[src/hw/rtl/cobsrx_pkg.sv]
package cobsrx_pkg;

  localparam int ENC_MAX_DEF     = 512;
  localparam int DEC_MAX_DEF     = 384;
  localparam int QUEUE_DEPTH_DEF = 4;

  localparam int MIN_LEN_W = 9;

  localparam logic [15:0] CRC_INIT = 16'hFFFF;
  localparam logic [15:0] CRC_POLY = 16'h1021;
  localparam logic [15:0] CRC_MSB  = 16'h8000;
  localparam logic [7:0]  CODE_FULL_GROUP = 8'hFF;

  // register indexes (byte address = 4 * index)
  localparam logic REG_ENABLE  = 1'b0;
  localparam logic REG_MIN_LEN = 1'b1;

  typedef enum logic [1:0] {
    KIND_DATA  = 2'd0,
    KIND_GOOD  = 2'd1,
    KIND_BAD   = 2'd2,
    KIND_ABORT = 2'd3
  } kind_t;

  typedef struct packed {
    logic  valid;
    kind_t kind;
  } res_tag_t;

endpackage

[src/hw/rtl/cobsrx_front.sv]
module cobsrx_front #(
  parameter int ENC_MAX = 512,
  parameter int DEC_MAX = 384,
  parameter int DEC_W   = $clog2(DEC_MAX + 1)
) (
  input  logic                       clk,
  input  logic                       rst,
  input  logic                       in_valid,
  input  logic [7:0]                 in_byte,
  input  logic                       enable,
  input  logic [cobsrx_pkg::MIN_LEN_W-1:0] min_len,
  output cobsrx_pkg::res_tag_t       res_tag,
  output logic [7:0]                 res_data,
  output logic [DEC_W-1:0]           res_len
);
  import cobsrx_pkg::*;

  localparam int ENC_W = $clog2(ENC_MAX + 1);
  localparam int CMP_W = (DEC_W > MIN_LEN_W) ? DEC_W : MIN_LEN_W;

  function automatic logic [15:0] crc_feed(input logic [15:0] c, input logic [7:0] b);
    logic [15:0] v;
    v = c ^ {b, 8'h00};
    for (int k = 0; k < 8; k++) begin
      if ((v & CRC_MSB) != 16'h0000) begin
        v = (v << 1) ^ CRC_POLY;
      end else begin
        v = v << 1;
      end
    end
    return v;
  endfunction

  logic [ENC_W-1:0] enc_count, enc_count_next;
  logic [7:0]       group_left, group_left_next;
  logic             zero_pending, zero_pending_next;
  logic [15:0]      crc_lag, crc_lag_next;
  logic [7:0]       hold_older, hold_older_next;
  logic [7:0]       hold_newer, hold_newer_next;
  logic [1:0]       hold_fill, hold_fill_next;
  logic [DEC_W-1:0] dec_count, dec_count_next;
  logic             frame_bad, frame_bad_next;

  logic             do_push;
  logic [7:0]       push_val;
  logic [CMP_W-1:0] need;
  logic [CMP_W-1:0] dec_wide;
  logic             good;

  always_comb begin
    enc_count_next    = enc_count;
    group_left_next   = group_left;
    zero_pending_next = zero_pending;
    crc_lag_next      = crc_lag;
    hold_older_next   = hold_older;
    hold_newer_next   = hold_newer;
    hold_fill_next    = hold_fill;
    dec_count_next    = dec_count;
    frame_bad_next    = frame_bad;
    res_tag           = '{valid: 1'b0, kind: KIND_DATA};
    res_data          = 8'h00;
    res_len           = '0;
    do_push           = 1'b0;
    push_val          = 8'h00;

    // floor of 2 on the minimum length
    need     = (min_len < MIN_LEN_W'(2)) ? CMP_W'(2) : CMP_W'(min_len);
    dec_wide = CMP_W'(dec_count);
    good     = !frame_bad && (group_left == 8'h00) && (dec_wide >= need) &&
               (hold_fill == 2'd2) && ({hold_newer, hold_older} == crc_lag);

    if (in_valid && enable) begin
      if (in_byte == 8'h00) begin
        if (enc_count != '0) begin
          res_tag = '{valid: 1'b1, kind: (good ? KIND_GOOD : KIND_BAD)};
          res_len = dec_count;
        end
        enc_count_next    = '0;
        group_left_next   = 8'h00;
        zero_pending_next = 1'b0;
        crc_lag_next      = CRC_INIT;
        hold_older_next   = 8'h00;
        hold_newer_next   = 8'h00;
        hold_fill_next    = 2'd0;
        dec_count_next    = '0;
        frame_bad_next    = 1'b0;
      end else if (enc_count >= ENC_W'(ENC_MAX)) begin
        res_tag           = '{valid: 1'b1, kind: KIND_ABORT};
        res_len           = dec_count;
        enc_count_next    = '0;
        group_left_next   = 8'h00;
        zero_pending_next = 1'b0;
        crc_lag_next      = CRC_INIT;
        hold_older_next   = 8'h00;
        hold_newer_next   = 8'h00;
        hold_fill_next    = 2'd0;
        dec_count_next    = '0;
        frame_bad_next    = 1'b0;
      end else begin
        enc_count_next = enc_count + ENC_W'(1);
        if (group_left == 8'h00) begin
          // code byte: owed zero goes out only now that another group follows
          do_push           = zero_pending;
          push_val          = 8'h00;
          zero_pending_next = (in_byte != CODE_FULL_GROUP);
          group_left_next   = in_byte - 8'd1;
        end else begin
          group_left_next = group_left - 8'd1;
          do_push         = 1'b1;
          push_val        = in_byte;
        end

        if (do_push) begin
          if (dec_count >= DEC_W'(DEC_MAX)) begin
            frame_bad_next = 1'b1;
          end else begin
            dec_count_next = dec_count + DEC_W'(1);
            if (hold_fill == 2'd2) begin
              crc_lag_next = crc_feed(crc_lag, hold_older);
              res_tag      = '{valid: 1'b1, kind: KIND_DATA};
              res_data     = hold_older;
            end
            hold_older_next = hold_newer;
            hold_newer_next = push_val;
            if (hold_fill != 2'd2) begin
              hold_fill_next = hold_fill + 2'd1;
            end
          end
        end
      end
    end
  end

  always_ff @(posedge clk) begin
    if (rst) begin
      enc_count    <= '0;
      group_left   <= 8'h00;
      zero_pending <= 1'b0;
      crc_lag      <= CRC_INIT;
      hold_older   <= 8'h00;
      hold_newer   <= 8'h00;
      hold_fill    <= 2'd0;
      dec_count    <= '0;
      frame_bad    <= 1'b0;
    end else begin
      enc_count    <= enc_count_next;
      group_left   <= group_left_next;
      zero_pending <= zero_pending_next;
      crc_lag      <= crc_lag_next;
      hold_older   <= hold_older_next;
      hold_newer   <= hold_newer_next;
      hold_fill    <= hold_fill_next;
      dec_count    <= dec_count_next;
      frame_bad    <= frame_bad_next;
    end
  end

  a_clear_after_end: assert property (@(posedge clk) disable iff (rst)
    res_tag.valid && (res_tag.kind != KIND_DATA) |=> (enc_count == '0) && (hold_fill == 2'd0))
    else $error("frame state not cleared after frame end");

  a_fill_range: assert property (@(posedge clk) disable iff (rst)
    hold_fill != 2'd3)
    else $error("delay line fill out of range");

  a_dec_limit: assert property (@(posedge clk) disable iff (rst)
    dec_count <= DEC_W'(DEC_MAX))
    else $error("decoded count past limit");

endmodule

[src/hw/rtl/cobsrx_queue.sv]
module cobsrx_queue #(
  parameter int W     = 19,
  parameter int DEPTH = 4
) (
  input  logic         clk,
  input  logic         rst,
  input  logic         push,
  input  logic [W-1:0] push_data,
  output logic         not_full,
  output logic         out_valid,
  input  logic         out_ready,
  output logic [W-1:0] out_data
);
  import cobsrx_pkg::*;

  localparam int PTR_W = (DEPTH > 1) ? $clog2(DEPTH) : 1;
  localparam int CNT_W = $clog2(DEPTH + 1);

  logic [W-1:0]     mem [DEPTH];
  logic [PTR_W-1:0] wr_ptr, rd_ptr;
  logic [CNT_W-1:0] count;
  logic             pop;

  assign not_full  = (count < CNT_W'(DEPTH));
  assign out_valid = (count != '0);
  assign out_data  = mem[rd_ptr];
  assign pop       = out_valid && out_ready;

  always_ff @(posedge clk) begin
    if (push) begin
      mem[wr_ptr] <= push_data;
    end
  end

  always_ff @(posedge clk) begin
    if (rst) begin
      wr_ptr <= '0;
      rd_ptr <= '0;
      count  <= '0;
    end else begin
      if (push) begin
        wr_ptr <= (wr_ptr == PTR_W'(DEPTH - 1)) ? '0 : wr_ptr + PTR_W'(1);
      end
      if (pop) begin
        rd_ptr <= (rd_ptr == PTR_W'(DEPTH - 1)) ? '0 : rd_ptr + PTR_W'(1);
      end
      case ({push, pop})
        2'b10:   count <= count + CNT_W'(1);
        2'b01:   count <= count - CNT_W'(1);
        default: count <= count;
      endcase
    end
  end

  a_no_overrun: assert property (@(posedge clk) disable iff (rst)
    push |-> not_full)
    else $error("push into full queue");

  a_count_bound: assert property (@(posedge clk) disable iff (rst)
    count <= CNT_W'(DEPTH))
    else $error("queue count past depth");

  a_count_step: assert property (@(posedge clk) disable iff (rst)
    push && !pop |=> count == $past(count) + CNT_W'(1))
    else $error("queue count lost a push");

endmodule

[src/hw/rtl/cobs_crc16_frame_receiver_top.sv]
// COBS frame receiver with CRC-16/CCITT-FALSE trailer check.
// Input stream: one link byte per beat on s_tdata; a zero byte ends a frame.
// Output stream: one beat per decoded byte (m_tuser = data) and one status
// beat per non-empty frame (good, bad or aborted), with frame_length set.
// The two trailer bytes are never sent as data: each decoded byte leaves two
// decoded positions late, and the trailer is checked at the delimiter.
// Config (APB, always ready): 0x0 enable, 0x4 min_decoded_len. Write only
// while the stream is idle.
// Path: a result caused by an accepted byte is written into the queue at the
// accept edge and drives m_tvalid (one register stage, the queue entry).
// Throughput: one byte per cycle while s_tready is high. The whole decode,
// counting and byte-wide CRC update happen in the front stage on accept.
// Stall: results wait in a QUEUE_DEPTH-entry queue; s_tready drops only when
// that queue is full, so a stalled sink holds back the link side then.
// Reset: enable=1, min_decoded_len=2, frame state cleared, queue empty.
// With enable clear, beats are still taken but ignored and state is held.
module cobs_crc16_frame_receiver_top #(
  parameter int ENC_MAX     = cobsrx_pkg::ENC_MAX_DEF,
  parameter int DEC_MAX     = cobsrx_pkg::DEC_MAX_DEF,
  parameter int QUEUE_DEPTH = cobsrx_pkg::QUEUE_DEPTH_DEF,
  parameter int DEC_W       = $clog2(DEC_MAX + 1),
  parameter int TD_W        = ((8 + DEC_W + 7) / 8) * 8
) (
  input  logic            clk,
  input  logic            rst,
  // link side
  input  logic            s_tvalid,
  output logic            s_tready,
  input  logic [7:0]      s_tdata,   // [7:0] link_byte
  // result side
  output logic            m_tvalid,
  input  logic            m_tready,
  output logic [TD_W-1:0] m_tdata,   // [7:0] data_byte, then frame_length, zero pad
  output logic [1:0]      m_tuser,   // [1:0] kind
  // config port
  input  logic            psel,
  input  logic            penable,
  input  logic            pwrite,
  input  logic [2:0]      paddr,
  input  logic [31:0]     pwdata,
  output logic [31:0]     prdata,
  output logic            pready
);
  import cobsrx_pkg::*;

  localparam int QW = 2 + 8 + DEC_W;

  logic                 enable;
  logic [MIN_LEN_W-1:0] min_len;
  logic                 cfg_wr;

  res_tag_t             res_tag;
  logic [7:0]           res_data;
  logic [DEC_W-1:0]     res_len;
  logic                 in_beat;
  logic [QW-1:0]        q_out;

  // --- config registers ---
  assign pready = 1'b1;
  assign cfg_wr = psel && penable && pwrite && pready;

  always_ff @(posedge clk) begin
    if (rst) begin
      enable  <= 1'b1;
      min_len <= MIN_LEN_W'(2);
    end else if (cfg_wr) begin
      case (paddr[2])
        REG_ENABLE:  enable  <= pwdata[0];
        REG_MIN_LEN: min_len <= pwdata[MIN_LEN_W-1:0];
        default:     enable  <= enable;
      endcase
    end
  end

  always_comb begin
    case (paddr[2])
      REG_ENABLE:  prdata = {31'd0, enable};
      REG_MIN_LEN: prdata = {{(32 - MIN_LEN_W){1'b0}}, min_len};
      default:     prdata = 32'd0;
    endcase
  end

  // --- front: decode, delay line, CRC, frame checks ---
  assign in_beat = s_tvalid && s_tready;

  cobsrx_front #(
    .ENC_MAX (ENC_MAX),
    .DEC_MAX (DEC_MAX),
    .DEC_W   (DEC_W)
  ) u_front (
    .clk      (clk),
    .rst      (rst),
    .in_valid (in_beat),
    .in_byte  (s_tdata),
    .enable   (enable),
    .min_len  (min_len),
    .res_tag  (res_tag),
    .res_data (res_data),
    .res_len  (res_len)
  );

  // --- back: result queue drives the output stream ---
  cobsrx_queue #(
    .W     (QW),
    .DEPTH (QUEUE_DEPTH)
  ) u_queue (
    .clk       (clk),
    .rst       (rst),
    .push      (res_tag.valid),
    .push_data ({res_len, res_data, res_tag.kind}),
    .not_full  (s_tready),
    .out_valid (m_tvalid),
    .out_ready (m_tready),
    .out_data  (q_out)
  );

  assign m_tuser = q_out[1:0];
  assign m_tdata = {{(TD_W - 8 - DEC_W){1'b0}}, q_out[QW-1:2]};

endmodule

[config.mk]
export PLATFORM = sky130hd
export DESIGN_NAME = cobs_crc16_frame_receiver_top
export DESIGN_NICKNAME = d
export VERILOG_FILES = /design/src/hw/rtl/cobsrx_pkg.sv /design/src/hw/rtl/cobsrx_front.sv /design/src/hw/rtl/cobsrx_queue.sv /design/src/hw/rtl/cobs_crc16_frame_receiver_top.sv
export SDC_FILE = /design/constraint.sdc
export NUM_CORES = 1
export LEC_CHECK = 0
export ABC_AREA = 1
export BUFFER_PORTS_ARGS = -buffer_cell sky130_fd_sc_hd__buf_2
export CAP_MARGIN = 20
export CORE_MARGIN = 2
export CORE_UTILIZATION = 60
export CTS_BUF_LIST = sky130_fd_sc_hd__clkbuf_16
export CTS_CLUSTER_SIZE = 16
export DETAILED_ROUTE_END_ITERATION = 8
export PLACE_DENSITY = 0.82
export SYNTH_ARGS = -nofsm -noshare
export SYNTH_HDL_FRONTEND = slang
export SYNTH_HIERARCHICAL = 1
export SYNTH_SLANG_ARGS = --single-unit
[constraint.sdc]
create_clock -name clk -period 4.9 [get_ports clk]
set_clock_uncertainty 0.05 [all_clocks]
set_input_delay 0.49 -clock clk [delete_from_list [all_inputs] [get_ports clk]]
set_output_delay 0.49 -clock clk [all_outputs]
set_load 0.05 [all_outputs]
[Yosys cells after proc, flatten, opt, wreduce, memory -nomap -nowiden]
Memory sizes are Yosys's and may differ from the RTL's. A register that Yosys moved wholly into a read port is not among the register bits.
Cells that the tools add are included.
Widths: inputs -> output; s select.
Word-level totals
  register bits: 80
  bits in writable memories: 76
  input port bits: 50
  output and inout port bits: 61
  word-level logic and storage cells: 191
  memories: 1
Operators by class
  add/subtract/negate cells: 9
  magnitude comparators: 5
  equal/unequal tests: 9
  muxes and demuxes: 116
  bitwise gates (word level): 10
  reduce and logical (&&, ||, !) cells: 27
Memory list
  u_queue.mem: words 4, width 19, rd ports 1, clocked after memory_dff 1, write ports 1, RTL line cobsrx_queue.sv:19  | logic [W-1:0] mem [DEPTH];
Operators by type and width (count)
  $mux 16: 47
  $mux 8: 18
  $mux 13: 8
  $mux 9: 9
  $pmux 32 s2: 1
  $not 3->3: 8
  $mux 3: 7
  $mux 10: 2
  $mux 2: 10
  $reduce_bool 3->1: 6
  $eq 16x16->1: 1
  $logic_not 8->1: 2
  $sub 8x1->8 const B: 2
  $xor 16x16->16: 1
  $mux 1: 13
  $add 10x1->10 const B: 1
  $ge 10x10->1 const B: 1
  $reduce_bool 10->1: 1
  $add 9x1->9 const B: 1
  $ge 9x9->1: 1
  $ge 9x9->1 const B: 1
  $logic_and 1x1->1: 9
  $lt 9x2->1 const B: 1
  $eq 2x2->1 const B: 4
  15 further kinds: 21

[Logic depth before layout (Yosys ltp)]
  depth after elaboration: 64
  gate-level depth with buffers: 19
  gate-level depth less buffers: 19

[Modules after synthesis]
The synthesis kept the hierarchy.
Modules (own cells, without submodules)
  cobsrx_front: times used 1, cells an instance 540, area an instance 3736.1 um2
  cobsrx_queue: times used 1, cells an instance 247, area an instance 3329.4 um2
  cobs_crc16_frame_receiver_top: times used 1, cells an instance 119, area an instance 793.3 um2

[Least setup slack after synthesis]
OpenSTA, ideal clock, no wires.
  kind: register to register
  start point: register u_queue.count[2]
  end point: register u_queue.count[1]
  setup time: 0.070 ns
  arrival: 2.630 ns
  setup slack: 2.151 ns
  stages on the path, launching flop included: 15
  path buffers: 0
  period minus slack after synthesis: 2.749 ns
  path through: dfxtp_1 > inv_1 > nand2_1 > inv_1 > nand2_1 > inv_1 > nand3_2 > nand2_4 > inv_2 > nor2_1 > inv_1 > ha_1 > inv_1 > fa_1 > a21oi_1
RTL lines
  from (decl): RTL line cobsrx_queue.sv:21  | logic [CNT_W-1:0] count;
  from (signal assigned): RTL line cobsrx_queue.sv:48  | 2'b10: count <= count + CNT_W'(1);
  from (signal assigned): RTL line cobsrx_queue.sv:49  | 2'b01: count <= count - CNT_W'(1);
  from (signal assigned): RTL line cobsrx_queue.sv:50  | default: count <= count;

==> flow_summary.toml <==
[worst_setup_path]
critical_path_required_ps = 5170
cp_common_cell = "sky130_fd_sc_hd__inv_1"
crit-reg2reg-launch = "u_front/group_left[4]$_SDFFE_PP0P_"
cp-start-kind = "flop"
worst-path-stages = 19
crit-reg2reg-capture = "u_queue/count[2]$_SDFFE_PP0P_"
timing.reg2reg.worst_path_depth = 19
worstPathMaxFanout = 19
critical_path.max_stage_delay_ps = 500
worstSetupPathType = "reg -> reg"
critPathTopFamily = "simple AND/OR/NAND/NOR gates"
cp-endpoint = "u_queue/count[2]$_SDFFE_PP0P_"
cp_cell_sequence = "nor2_1 -> nand2_1 -> nor2_2 -> inv_1 -> or2_4 -> nand3_2 -> nand2_4 -> inv_2 -> nor2_1 -> inv_1 -> ha_1 -> inv_1 -> fa_1 -> inv_1 -> nand2_1 -> nand3_1 -> nand2_1 -> inv_1 -> nor2_1"
cp_data_arrival_time_ps = 3640
timing.reg2reg.setup_slack_ps = 1540
setup.worst_path.end_class = "flop"
cp-startpoint = "u_front/group_left[4]$_SDFFE_PP0P_"
critical_path.n_buffers_inverters = 6
slowest_stage = "sky130_fd_sc_hd__nor2_2"

[clock_network]
tritoncts = "yes"
clkSinkCount = 158
cts_max_path_buffers = 2
insertion_delay_ps = 420
post-cts-setup-buffers = 0
post_cts_resize_count = 0
h-tree-depth = 4
tritoncts.num_buffers = 17
post_cts_hold_buffer_count = 0
register_clock_pin_slew_on_the_reported_worst_setup_and_hold_paths_ps = 60
clk_root_buffer_cell = "sky130_fd_sc_hd__clkbuf_16"

[sta]
min_period_over_period_pct = 68.6
rsz0062_at_grt = "no"
tightestPinTransition_ps = 891
tns_ps = 0
timing.final.crit_period_ps = 3360
timing.final.max_slew_violations = 0
setup_violations = 0
final_hold_viol_count = 0
slew_headroom_pct = 40.5
max_clock_freq_mhz = 297

[global_route]
grt_util_all_layers_pct = 24.0
grt_start_max_net_pins = 40
number_of_antenna_violations_at_the_first_check_in_global_routing = 0
grt_pass1_wl_um = 27000
globalRoute.totalOverflow = 0
first_global_vias = 5763

[synthesis]
synth-edff-count = 76
post_synth_inst_count = 906
flip_flop_and_latch_count_after_synthesis = 158
yosysWarnings = 6
synth.avg_cell_area_sq_um = 8.67
synth.cell_area_sq_um = 7860
ys.flop_type = "sky130_fd_sc_hd__dfxtp_1"
synth_sequential_area_ratio_pct = 49.9
yosys.cell_types.count = 50
async_reset_ff_share_pct = 0

[routing]
routed_wl_um = 16400
routed-via-count = 6265
first_pass_iters = 6
drt.antenna.violating_nets = 0
drt-vias-per-instance = 5.51
drc = 0
route.detailed.wl_per_inst_um = 14.4
drt-initial-drc-count = 574

[run]
drv.max_cap_violation_count = 0

[cells_and_area]
final.fill_count = 1004
number_of_antenna_cells_inserted = 0
utilization_pct = 67.6
final_common_cell = "sky130_fd_sc_hd__nand2_1"
layout.cells.most_common_list = "sky130_fd_sc_hd__nand2_1 (129), sky130_fd_sc_hd__nor2_1 (121), sky130_fd_sc_hd__inv_1 (103), sky130_fd_sc_hd__dfxtp_1 (82), sky130_fd_sc_hd__edfxtp_1 (76)"
nNetsFinal = 1023
post_route_cells_drive_above_1_share_pct = 12.6
fin_cells = 1137
fin_area_sq_um = 8610
area_delta_synth_final_pct = 9.50

[die]
die-width_um = 118
die_height_um = 118
die_area_sq_um = 14000
floorplan.initialDensity_pct = 61.8
core_region_area_sq_um = 12700
rows = 41
num_io_pins = 111

[run_status]
status = "finished, final reports clean"

[place]
dpl-instance-area_sq_um = 8030
place.port_buffers = 54
dp_cells = 1105
half_perimeter_wire_length_after_detailed_placement_um = 10800
final_weighted_congestion_in_routability_driven_placement = 0.903

[pwr]
power_leakage_nw = 3.66
sequentialPowerShare_pct = 34.6
power.density_nw_per_um2 = 548
cellInternalPower_mw = 2.71
power_switching_share_pct = 42.5
share_comb_of_total_power_pct = 38.5
peakVddDrop_v = 0.000423
clock_power_share_pct = 26.9
switchingPower_mw = 2.00

[worst_hold_path]
holdCritPathClass = "in -> reg"
==> per-stage QoR <==
| stage | worst slack, ps | hold slack, ps | power (mW) |
|---|---|---|---|
| after floorplan | 2150 | 372 | 3.16 |
| after global placement | 1640 | 387 | 3.40 |
| after detailed placement | 1600 | 406 | 3.44 |
| after CTS | 1580 | 226 | 4.72 |
| after global routing | 1220 | 243 | 4.98 |
| final | 1540 | 237 | 4.72 |
==> power groups by stage <==
stage	clock network [mW]	logic, mW	registers (mW)
floorplan	0	1.55	1.61
global placement	0	1.75	1.65
detailed placement	0	1.79	1.66
CTS	1.29	1.80	1.63
global route	1.34	1.99	1.65
finish	1.27	1.82	1.63
==> tightest hold or removal path, cell delays in order <==
cell and delay (ps):
sky130_fd_sc_hd__buf_2 80, sky130_fd_sc_hd__nand2_1 50, sky130_fd_sc_hd__nand3_1 70
==> state kept, by name (all words and copies together) (netlist names), named ones only <==
| register | flops |
|---|---|
| u_queue/rd_ptr | 2 |
| u_front/hold_newer | 8 |
| u_front/frame_bad | 1 |
| u_queue/mem | 76 |
| u_queue/count | 3 |
| u_front/group_left | 8 |
| u_queue/wr_ptr | 2 |
| u_front/hold_older | 8 |
| u_front/crc_lag | 16 |
| u_front/zero_pending | 1 |
| u_front/hold_fill | 2 |
| u_front/dec_count | 9 |
| min_len | 9 |
| u_front/enc_count | 10 |
| enable | 1 |
==> synth_stat cells, types with 2 or more instances <==
library cell                count  area, sq um
sky130_fd_sc_hd__a21oi_1       65          325
sky130_fd_sc_hd__a21oi_2        3         26.3
sky130_fd_sc_hd__buf_2          4         20.0
sky130_fd_sc_hd__buf_4         35          263
sky130_fd_sc_hd__buf_6         10          113
sky130_fd_sc_hd__clkbuf_1       7         26.3
sky130_fd_sc_hd__clkinv_1       2         7.51
sky130_fd_sc_hd__conb_1         2         7.51
sky130_fd_sc_hd__dfxtp_1       82         1640
sky130_fd_sc_hd__edfxtp_1      76         2280
sky130_fd_sc_hd__ha_1          20          250
sky130_fd_sc_hd__inv_1        102          383
sky130_fd_sc_hd__inv_2          8         30.0
sky130_fd_sc_hd__nand2_1      129          484
sky130_fd_sc_hd__nand2_4        2         22.5
sky130_fd_sc_hd__nand3_1       40          200
sky130_fd_sc_hd__nand3_4        2         35.0
sky130_fd_sc_hd__nand4_1        8         50.1
sky130_fd_sc_hd__nor2_1       121          454
sky130_fd_sc_hd__nor2_2         7         43.8
sky130_fd_sc_hd__nor2_4         3         33.8
sky130_fd_sc_hd__nor3_1        15         75.1
sky130_fd_sc_hd__nor3b_1        6         45.0
sky130_fd_sc_hd__nor4_1         4         25.0
sky130_fd_sc_hd__o2111ai_1      2         17.5
sky130_fd_sc_hd__o211ai_1      10         75.1
sky130_fd_sc_hd__o21ai_0       67          335
sky130_fd_sc_hd__o21ai_1        5         25.0
sky130_fd_sc_hd__o21ai_2        2         17.5
sky130_fd_sc_hd__o221ai_1       5         43.8
sky130_fd_sc_hd__o22ai_1       20          125
sky130_fd_sc_hd__or2_2          2         12.5
sky130_fd_sc_hd__xnor2_1       12          105
sky130_fd_sc_hd__xor2_1        12          105
==> cell families (layout without fill, tap and decap cells) <==
logic type,after synthesis,count (layout),synth area share [%]
DFF,158,158,49.9
buffers and inverters,171,201,11.0
other,2,31,0.0956
adders and majority gates,21,21,3.44
AOI/OAI and AO/OA,183,183,13.0
and+or+nand+nor,347,347,19.8
xor gates and xnor gates,24,24,2.67
==> worst min path at each step <==
stage | from | cells after the start | to
after floorplan | u_queue/count[0]$_SDFFE_PP0P_ | 1 | u_queue/count[0]$_SDFFE_PP0P_
after global placement | u_queue/count[0]$_SDFFE_PP0P_ | 1 | u_queue/count[0]$_SDFFE_PP0P_
after detailed placement | u_queue/count[0]$_SDFFE_PP0P_ | 1 | u_queue/count[0]$_SDFFE_PP0P_
after CTS | pwdata[1] | 3 | min_len[1]$_SDFFE_PP1P_
after global routing | pwdata[1] | 3 | min_len[1]$_SDFFE_PP1P_
final | pwdata[1] | 3 | min_len[1]$_SDFFE_PP1P_
==> cell type report <==
cell class	count	area, sq um	area share (%)
tap	172	215	2.50
clock inverter	15	154	1.79
sequential	158	3920	45.6
multi-input combinational	606	3180	36.9
timing repair buffer	56	285	3.31
clock buffer	17	425	4.94
inverter	113	427	4.96
==> per-layer routing <==
layer,routed length [um],track usage [%]
met5,0,0
met4,273,8.41
met3,1200,5.89
met2,8020,40.4
met1,6940,30.3
No activity file was read; power rests on OpenSTA's default activity.
